### src/hdl/idl_pkg.sv
`timescale 1ns / 1ps
// ----------------------------------------------------------------------------
// idl_pkg
// Shared types and codes for the indexed deque list engine.
// ----------------------------------------------------------------------------
package idl_pkg;

  localparam int OP_W  = 3;
  localparam int POS_W = 7;
  localparam int VAL_W = 32;
  localparam int ST_W  = 2;

  typedef enum logic [OP_W-1:0] {
    OP_INS_FRONT = 3'd0,
    OP_INS_BACK  = 3'd1,
    OP_INS_AT    = 3'd2,
    OP_REM_FRONT = 3'd3,
    OP_REM_BACK  = 3'd4,
    OP_REM_AT    = 3'd5
  } op_t;

  typedef enum logic [ST_W-1:0] {
    ST_OK      = 2'd0,
    ST_EMPTY   = 2'd1,
    ST_BAD_POS = 2'd2,
    ST_FULL    = 2'd3
  } status_t;

  typedef enum logic [1:0] {
    K_NONE = 2'd0,
    K_INS  = 2'd1,
    K_REM  = 2'd2
  } kind_t;

  typedef enum logic [3:0] {
    S_IDLE     = 4'd0,
    S_I_ALLOC  = 4'd1,
    S_I_FREE   = 4'd2,
    S_WALK     = 4'd3,
    S_I_LINK   = 4'd4,
    S_I_LINK2  = 4'd5,
    S_R_READ   = 4'd6,
    S_R_UNLINK = 4'd7,
    S_R_FREE   = 4'd8,
    S_DONE     = 4'd9
  } state_t;

endpackage

### src/hdl/idl_ram.sv
`timescale 1ns / 1ps
// ----------------------------------------------------------------------------
// idl_ram
// Simple dual-port RAM: one write port, one read port with registered data.
// ----------------------------------------------------------------------------
module idl_ram #(
  parameter int DEPTH = 64,
  parameter int WIDTH = 32,
  localparam int AW = $clog2(DEPTH)
) (
  input  logic             clk,
  input  logic             we,
  input  logic [AW-1:0]    waddr,
  input  logic [WIDTH-1:0] wdata,
  input  logic [AW-1:0]    raddr,
  output logic [WIDTH-1:0] rdata
);

  logic [WIDTH-1:0] mem [DEPTH];

  always_ff @(posedge clk) begin
    if (we) begin
      mem[waddr] <= wdata;
    end
    rdata <= mem[raddr];
  end

endmodule

### src/hdl/indexed_deque_list_engine_top.sv
`timescale 1ns / 1ps
// Sequence: errors and undefined ops go straight to the result; front and back inserts
//   and tail removal need no walk; other removes and inserts at 0 < P < length first
//   walk to P (P = position).
// Flow: one word at a time; the walk follows one next link per cycle, so its length grows
//   with the position, up to position CAPACITY - 2.
// Reset: synchronous; the list is empty and ready right after reset, with no RAM clearing pass.
// ----------------------------------------------------------------------------
// indexed_deque_list_engine_top
// Bounded doubly linked list of signed 32-bit elements kept in cell RAMs,
// driven by a small sequencer that walks the next links one step per cycle.
// ----------------------------------------------------------------------------
module indexed_deque_list_engine_top
  import idl_pkg::*;
#(
  parameter int CAPACITY = 64
) (
  input  logic                    clk,
  input  logic                    rst,
  input  logic                    in_valid,
  output logic                    in_ready,
  input  logic [OP_W-1:0]         op,
  input  logic [POS_W-1:0]        position,
  input  logic signed [VAL_W-1:0] value,
  output logic                    out_valid,
  input  logic                    out_ready,
  output logic [ST_W-1:0]         status,
  output logic signed [VAL_W-1:0] removed_value,
  output logic [POS_W-1:0]        length
);

  localparam int IW = $clog2(CAPACITY);
  localparam int CW = $clog2(CAPACITY + 1);
  localparam int WW = (CW > POS_W) ? CW : POS_W;

  state_t state, state_next;

  kind_t               kind;
  status_t             st_q;
  logic [CW-1:0]       pos_q;
  logic [VAL_W-1:0]    val_q;
  logic [VAL_W-1:0]    rem_val;
  logic [CW-1:0]       count;
  logic [CW-1:0]       fh;
  logic [CW-1:0]       hwm;
  logic [IW-1:0]       head;
  logic [IW-1:0]       tail;
  logic [IW-1:0]       cur;
  logic [IW-1:0]       newc;
  logic [IW-1:0]       prev_q;
  logic [CW-1:0]       k;
  logic                primed;

  // RAM ports
  logic                nxt_we, prv_we, elem_we;
  logic [IW-1:0]       nxt_wa, prv_wa, elem_wa;
  logic [CW-1:0]       nxt_wd;
  logic [IW-1:0]       prv_wd;
  logic [VAL_W-1:0]    elem_wd;
  logic [IW-1:0]       nxt_ra, prv_ra, elem_ra;
  logic [CW-1:0]       nxt_rd;
  logic [IW-1:0]       prv_rd;
  logic [VAL_W-1:0]    elem_rd;

  // decode
  logic [WW-1:0]       cnt_w, pos_w, pw;
  kind_t               dec_kind;
  status_t             dec_st;
  logic                accept;
  logic                out_free;
  logic [IW-1:0]       cur_now;
  logic                is_head, is_tail, at_end, walk_done;
  logic [CW-1:0]       count_upd;

  assign in_ready  = (state == S_IDLE);
  assign accept    = in_valid && in_ready;
  assign out_free  = !out_valid || out_ready;
  assign cur_now   = primed ? nxt_rd[IW-1:0] : cur;
  assign is_head   = (pos_q == '0);
  assign is_tail   = (pos_q == count - CW'(1));
  assign at_end    = (pos_q == count);
  assign walk_done = (k == pos_q);

  always_comb begin
    cnt_w    = WW'(count);
    pos_w    = WW'(position);
    pw       = '0;
    dec_kind = K_NONE;
    dec_st   = ST_OK;
    case (op_t'(op))
      OP_INS_FRONT: begin
        dec_kind = K_INS;
        pw       = '0;
      end
      OP_INS_BACK: begin
        dec_kind = K_INS;
        pw       = cnt_w;
      end
      OP_INS_AT: begin
        dec_kind = K_INS;
        pw       = pos_w;
      end
      OP_REM_FRONT: begin
        dec_kind = K_REM;
        pw       = '0;
      end
      OP_REM_BACK: begin
        dec_kind = K_REM;
        pw       = cnt_w - WW'(1);
      end
      OP_REM_AT: begin
        dec_kind = K_REM;
        pw       = pos_w;
      end
      default: begin
        dec_kind = K_NONE;
        pw       = '0;
      end
    endcase
    if (dec_kind == K_INS) begin
      if (pw > cnt_w) begin
        dec_st = ST_BAD_POS;
      end else if (count == CW'(CAPACITY)) begin
        dec_st = ST_FULL;
      end
    end else if (dec_kind == K_REM) begin
      if (count == '0) begin
        dec_st = ST_EMPTY;
      end else if (pw >= cnt_w) begin
        dec_st = ST_BAD_POS;
      end
    end
    // rejected requests leave the list alone
    if (dec_st != ST_OK) begin
      dec_kind = K_NONE;
    end
  end

  always_comb begin
    count_upd = count;
    if (kind == K_INS) begin
      count_upd = count + CW'(1);
    end else if (kind == K_REM) begin
      count_upd = count - CW'(1);
    end
  end

  // next state
  always_comb begin
    state_next = state;
    case (state)
      S_IDLE: begin
        if (accept) begin
          case (dec_kind)
            K_INS:   state_next = S_I_ALLOC;
            K_REM:   state_next = (pw == cnt_w - WW'(1)) ? S_R_READ : S_WALK;
            default: state_next = S_DONE;
          endcase
        end
      end
      S_I_ALLOC:  state_next = S_I_FREE;
      S_I_FREE: begin
        if (count == '0 || is_head || at_end) begin
          state_next = S_DONE;
        end else begin
          state_next = S_WALK;
        end
      end
      S_WALK: begin
        if (walk_done) begin
          state_next = (kind == K_INS) ? S_I_LINK : S_R_READ;
        end
      end
      S_I_LINK:   state_next = S_I_LINK2;
      S_I_LINK2:  state_next = S_DONE;
      S_R_READ:   state_next = S_R_UNLINK;
      S_R_UNLINK: state_next = S_R_FREE;
      S_R_FREE:   state_next = S_DONE;
      S_DONE: begin
        if (out_free) begin
          state_next = S_IDLE;
        end
      end
      default:    state_next = S_IDLE;
    endcase
  end

  // RAM control
  always_comb begin
    nxt_we  = 1'b0;
    nxt_wa  = cur;
    nxt_wd  = '0;
    nxt_ra  = cur;
    prv_we  = 1'b0;
    prv_wa  = cur;
    prv_wd  = '0;
    prv_ra  = cur;
    elem_we = 1'b0;
    elem_wa = fh[IW-1:0];
    elem_wd = val_q;
    elem_ra = cur;
    case (state)
      S_I_ALLOC: begin
        nxt_ra  = fh[IW-1:0];
        elem_we = 1'b1;
      end
      S_I_FREE: begin
        if (count != '0) begin
          if (is_head) begin
            nxt_we = 1'b1;
            nxt_wa = fh[IW-1:0];
            nxt_wd = CW'(head);
            prv_we = 1'b1;
            prv_wa = head;
            prv_wd = fh[IW-1:0];
          end else if (at_end) begin
            prv_we = 1'b1;
            prv_wa = fh[IW-1:0];
            prv_wd = tail;
            nxt_we = 1'b1;
            nxt_wa = tail;
            nxt_wd = fh;
          end
        end
      end
      S_WALK: begin
        nxt_ra = cur_now;
        prv_ra = cur_now;
      end
      S_I_LINK: begin
        nxt_we = 1'b1;
        nxt_wa = prv_rd;
        nxt_wd = CW'(newc);
        prv_we = 1'b1;
        prv_wa = cur;
        prv_wd = newc;
      end
      S_I_LINK2: begin
        nxt_we = 1'b1;
        nxt_wa = newc;
        nxt_wd = CW'(cur);
        prv_we = 1'b1;
        prv_wa = newc;
        prv_wd = prev_q;
      end
      S_R_UNLINK: begin
        // bridge the neighbors around the removed cell
        if (!is_head) begin
          nxt_we = 1'b1;
          nxt_wa = prv_rd;
          nxt_wd = nxt_rd;
        end
        if (!is_tail) begin
          prv_we = 1'b1;
          prv_wa = nxt_rd[IW-1:0];
          prv_wd = prv_rd;
        end
      end
      S_R_FREE: begin
        nxt_we = 1'b1;
        nxt_wa = cur;
        nxt_wd = fh;
      end
      default: begin
        nxt_we = 1'b0;
      end
    endcase
  end

  always_ff @(posedge clk) begin
    if (rst) begin
      state     <= S_IDLE;
      kind      <= K_NONE;
      count     <= '0;
      fh        <= '0;
      hwm       <= '0;
      head      <= '0;
      tail      <= '0;
      k         <= '0;
      primed    <= 1'b0;
      out_valid <= 1'b0;
    end else begin
      state <= state_next;
      case (state)
        S_IDLE: begin
          if (accept) begin
            kind    <= dec_kind;
            st_q    <= dec_st;
            pos_q   <= CW'(pw);
            val_q   <= value;
            rem_val <= '0;
            k       <= '0;
            primed  <= 1'b0;
            cur     <= (pw == cnt_w - WW'(1)) ? tail : head;
          end
        end
        S_I_FREE: begin
          newc <= fh[IW-1:0];
          // cells at or above the fill count have never been used
          if (fh == hwm) begin
            fh  <= fh + CW'(1);
            hwm <= hwm + CW'(1);
          end else begin
            fh <= nxt_rd;
          end
          if (count == '0) begin
            head <= fh[IW-1:0];
            tail <= fh[IW-1:0];
          end else if (is_head) begin
            head <= fh[IW-1:0];
          end else if (at_end) begin
            tail <= fh[IW-1:0];
          end
          cur    <= head;
          k      <= '0;
          primed <= 1'b0;
        end
        S_WALK: begin
          cur <= cur_now;
          if (!walk_done) begin
            k      <= k + CW'(1);
            primed <= 1'b1;
          end
        end
        S_I_LINK: begin
          prev_q <= prv_rd;
        end
        S_R_UNLINK: begin
          rem_val <= elem_rd;
          if (is_head) begin
            head <= nxt_rd[IW-1:0];
          end
          if (is_tail) begin
            tail <= prv_rd;
          end
        end
        S_R_FREE: begin
          fh <= CW'(cur);
        end
        default: begin
          k <= k;
        end
      endcase

      if (state == S_DONE && out_free) begin
        count         <= count_upd;
        out_valid     <= 1'b1;
        status        <= st_q;
        removed_value <= rem_val;
        length        <= POS_W'(count_upd);
      end else if (out_ready) begin
        out_valid <= 1'b0;
      end
    end
  end

  idl_ram #(.DEPTH(CAPACITY), .WIDTH(CW)) u_nxt (
    .clk   (clk),
    .we    (nxt_we),
    .waddr (nxt_wa),
    .wdata (nxt_wd),
    .raddr (nxt_ra),
    .rdata (nxt_rd)
  );

  idl_ram #(.DEPTH(CAPACITY), .WIDTH(IW)) u_prv (
    .clk   (clk),
    .we    (prv_we),
    .waddr (prv_wa),
    .wdata (prv_wd),
    .raddr (prv_ra),
    .rdata (prv_rd)
  );

  idl_ram #(.DEPTH(CAPACITY), .WIDTH(VAL_W)) u_elem (
    .clk   (clk),
    .we    (elem_we),
    .waddr (elem_wa),
    .wdata (elem_wd),
    .raddr (elem_ra),
    .rdata (elem_rd)
  );

`ifndef NO_ASSERTIONS
  a_count_bound: assert property (@(posedge clk) disable iff (rst)
    count <= CW'(CAPACITY))
    else $error("element count above capacity");

  a_fill_cover: assert property (@(posedge clk) disable iff (rst)
    (state == S_IDLE) |-> (count <= hwm && hwm <= CW'(CAPACITY)))
    else $error("fill count does not cover the live cells");

  a_walk_bound: assert property (@(posedge clk) disable iff (rst)
    (state == S_WALK) |-> (k <= pos_q))
    else $error("list walk ran past its target");

  a_removed_zero: assert property (@(posedge clk) disable iff (rst)
    (out_valid && status != ST_OK) |-> (removed_value == '0))
    else $error("removed value set on a failed request");

  a_empty_len: assert property (@(posedge clk) disable iff (rst)
    (out_valid && status == ST_EMPTY) |-> (length == '0))
    else $error("empty status with nonzero length");
`endif

endmodule

### config.mk
export PLATFORM = sky130hd
export DESIGN_NAME = indexed_deque_list_engine_top
export DESIGN_NICKNAME = d
export VERILOG_FILES = /design/src/hdl/idl_pkg.sv /design/src/hdl/idl_ram.sv /design/src/hdl/indexed_deque_list_engine_top.sv
export SDC_FILE = /design/constraint.sdc
export NUM_CORES = 2
export LEC_CHECK = 0
export ABC_AREA = 1
export BUFFER_PORTS_ARGS = -buffer_cell sky130_fd_sc_hd__buf_2
export CAP_MARGIN = 20
export CORE_UTILIZATION = 59
export DETAILED_ROUTE_END_ITERATION = 10
export HOLD_SLACK_MARGIN = 0.06
export PLACE_DENSITY = 0.75
export SYNTH_ARGS = -nofsm -noshare
export SYNTH_HDL_FRONTEND = slang
export SYNTH_SLANG_ARGS = --single-unit
### constraint.sdc
create_clock -name clk -period 5.6 [get_ports clk]
set_clock_uncertainty 0.2 [all_clocks]
set_input_delay 0 -clock clk [delete_from_list [all_inputs] [get_ports clk]]
set_output_delay 0 -clock clk [all_outputs]
set_load 0.02 [all_outputs]
==> results by group <==
Timing
  – Slew Limit Fails: 0
  – Final hold violation count: 0
  – Fin crit period: around 5.2 ns
  – Setup tns final: 0 ns
  – Crit share post-route: 93.7%
  – RSZ-0062 raised after global routing: no
  – Worst slew pin tran: around 1.2 ns
  – Max-slew headroom: 18.1%
  – Fmax: 0.191 GHz
  – # setup viols final: 0

Routing
  – Routed via count: 85003
  – Drt first pass iters: 10
  – ANT nets after route: 0
  – Drt via density: 6.52
  – Mean routed wirelength per cell: roughly 27 um
  – DRC: 0
  – WL final: 353000 um
  – 1st-iter DRT viols: 13543

Synth
  – Post-Syn Instances: 9907
  – Seq cells post-synth: around 3100
  – Unique masters post-synth: 51
  – Synth top area cells: edfxtp_1, o21ai_0, nor2_1, o22ai_1, nand2_1
  – Syn Area/Cell: 12.6 um^2
  – Async S/R FF share, synth: 0%
  – Main flop type after synthesis: edfxtp_1
  – Yosys warnings: 0
  – Mapped Nets: 9968
  – Synth Cell Area: 125000 um^2
  – Post-synth top area cell: edfxtp_1
  – Synth top area share: 72.5%
  – Sequential area share after synthesis: around three quarters
  – Post-synth EDFFs: 3012

Worst setup path
  – Critical setup path kind: in -> reg
  – Startpoint types: input pin
  – Crit path required time: 6.20 ns
  – WP data arrival: 5.85 ns
  – Crit end category: flip-flop
  – CP max FO: 3

Cells and area
  – Commonest non-fill, non-tap cell in the layout: edfxtp_1
  – Commonest cells after routing, fill and taps aside: edfxtp_1, nor2_1, o21ai_0
  – Final Non-Filler Cells: 13043
  – Synthesis-to-finish area growth: 12.3%
  – Layout cells sized above 1: 9.32%
  – Final-stage net count: 10056

GRT
  – All-layer global routing usage: around a third
  – Vias in the first global route: 80402
  – Antenna violations before repair: 9
  – Grt ovf: 0
  – Largest net degree at the start of global routing: 207
  – First-pass GRT wire length: around 500000 um

Clock tree
  – Post CTS Setup Buffer Count: 0
  – Clock latency on the worst-skew pair: 0.96 ns
  – CTS Sinks: just over 3000
  – Max clock buf depth: 4
  – Inserted Clock Buffers: 320
  – Clock Pin Slew Worst Setup and Hold Paths: 0.06 ns
  – Max H-tree Level: 5
  – Root Driver: clkbuf_16
  – CTS tree: done

Power
  – Pwr per Cell Area: around 460 nW/um^2
  – Leakage: 46.0 nW
  – IR Drop Worst-Case VDD: 502 uV

Flow run
  – Max-cap violations: 0

Floorplanning
  – Row count: 168
  – Io pins: between 80 and 90
  – Core area: roughly 210000 um^2
  – Vert. Die Dim: 462 um
  – Die area: roughly 210000 um^2
  – Initial Utilization: 59.5%
  – Die width: 462 um

Place
  – I/O Buffers: 88
  – GP Congestion: 0.947
  – # placed instances: 12359
  – Post-DP HPWL: 195000 um

Outcome
  – Status: finished, final reports clean

Hold path
  – Worst hold path class: in -> reg
==> path summary, 6_finish.rpt <==
check	startpoint	to	slack, ns	cells past startpoint
max	position[5]	state[0]$_SDFFE_PP0P_	0.35	28
min	value[19]	elem_wd[19]$_DFFE_PP_	0.11	3
max reg2reg	cnt_w[3]$_SDFFE_PP0P_	state[0]$_SDFFE_PP0P_	0.59	25
min reg2reg	rem_val[20]$_SDFFCE_PN0P_	removed_value[20]$_DFFE_PP_	0.22	0
==> critical path, cell delays in order <==
cell and delay (ns):
dlygate4sd3_1 0.53, buf_2 0.12, dlygate4sd3_1 0.55, nand2_1 0.07
dlygate4sd3_1 0.55, o21ai_0 0.08, dlygate4sd3_1 0.57, inv_1 0.08
o21ai_0 0.17, ha_1 0.34, nand2_1 0.06, nor2_1 0.04
a211oi_1 0.19, dlygate4sd3_1 0.61, a21oi_1 0.09, nand2_1 0.07
nand3_1 0.08, nor2_1 0.14, nand2_1 0.09, dlygate4sd3_1 0.59
inv_1 0.07, ha_1 0.23, nor2_1 0.11, o22ai_1 0.09
nor3_1 0.15, nand2_1 0.08, nand2_1 0.06, a21oi_1 0.07
==> cells by family (layout without fill, tap and decap cells) <==
group                    Yosys count  in the layout  share of synthesized area, %
XOR/XNOR                          24             24                         0.169
adder cells (fa/ha/maj)           15             15                         0.150
buffers and inverters           1098           1427                          3.54
other                              0              2                             0
AO/OA/AOI/OAI                   2795           2795                          12.7
AND/OR/NAND/NOR                 2870           2870                          9.41
flip-flops                      3105           3105                          74.0
==> state kept, by name, indices dropped and copies added (netlist names), 7 cells and up <==
| name | count |
|---|---|
| cnt_w | 7 |
| elem_wd | 32 |
| fh | 7 |
| hwm | 7 |
| k | 7 |
| length | 7 |
| pos_q | 7 |
| rem_val | 32 |
| removed_value | 32 |
| u_elem.mem | 2048 |
| u_elem.rdata | 32 |
| u_nxt.mem | 448 |
| u_nxt.rdata | 7 |
| u_prv.mem | 384 |
==> final cells by class <==
class                   instances  area [um^2]
diodes                          2         5.00
clock buffers                 384         8510
clock inverters               179         1790
fillers                     14620        69700
inverters                     437         1670
multi-input cells            5704        28700
flip-flops and latches       3105        92300
well taps                    2805         3510
repair buffers                427         3600
==> what timing repair did <==
item,4_1_cts,5_1_grt
endpoints found under the setup margin,0,1
resized for setup,0,1
endpoints found under the hold margin,209,0
hold buffers,116,0
==> metal layers <==
metal | part of all wire [%] | global-route usage, % | wire length, um | vias to the layer above
li1 | - | - | - | 36594
met1 | 36 | 43.4 | 128000 | 41519
met2 | 46 | 50.5 | 163000 | 5865
met3 | 12 | 7.82 | 43100 | 1021
met4 | 5.4 | 16.1 | 19000 | 4
met5 | 0.0082 | 0 | 29 | -
==> Yosys cell counts, drive strengths merged, types with 18 or more instances <==
library cell and count:
xor2 18, o32ai 25, inv 435, o211ai 243, edfxtp 3012, o221ai 22, o22ai 630, nand4 29
dfxtp 93, buf 196, o21ai 1613, o21bai 67, nand3 387, clkbuf 465, nand2 672, a21oi 139
a31oi 26, nor2 1750
==> where the power goes <==
group / internal (mW) / leakage (nW) / switching (mW) / total, mW
logic: 4.18 / 13.7 / 12.4 / 16.6
registers: 26.5 / 27.3 / 0.610 / 27.1
clock network: 12.4 / 5.02 / 8.68 / 21.1
==> through the flow <==
step | total power [mW] | setup WS (ns) | hold WS (ns) | cell area, um^2 | utilization [%]
after detailed placement | 43.3 | 1.40 | -0.0213 | 129000 | 61.3
after global placement | 43.0 | 1.44 | -0.0230 | 129000 | 61.3
after global routing | 66.7 | 0.0178 | 0.106 | 140000 | 66.8
after CTS | 64.2 | 0.466 | 0.0609 | 140000 | 66.8
final | 64.8 | 0.351 | 0.110 | 140000 | 66.8
after floorplan | 37.4 | 0.577 | -0.101 | 125000 | -
No activity file was read; power rests on OpenSTA's default activity.
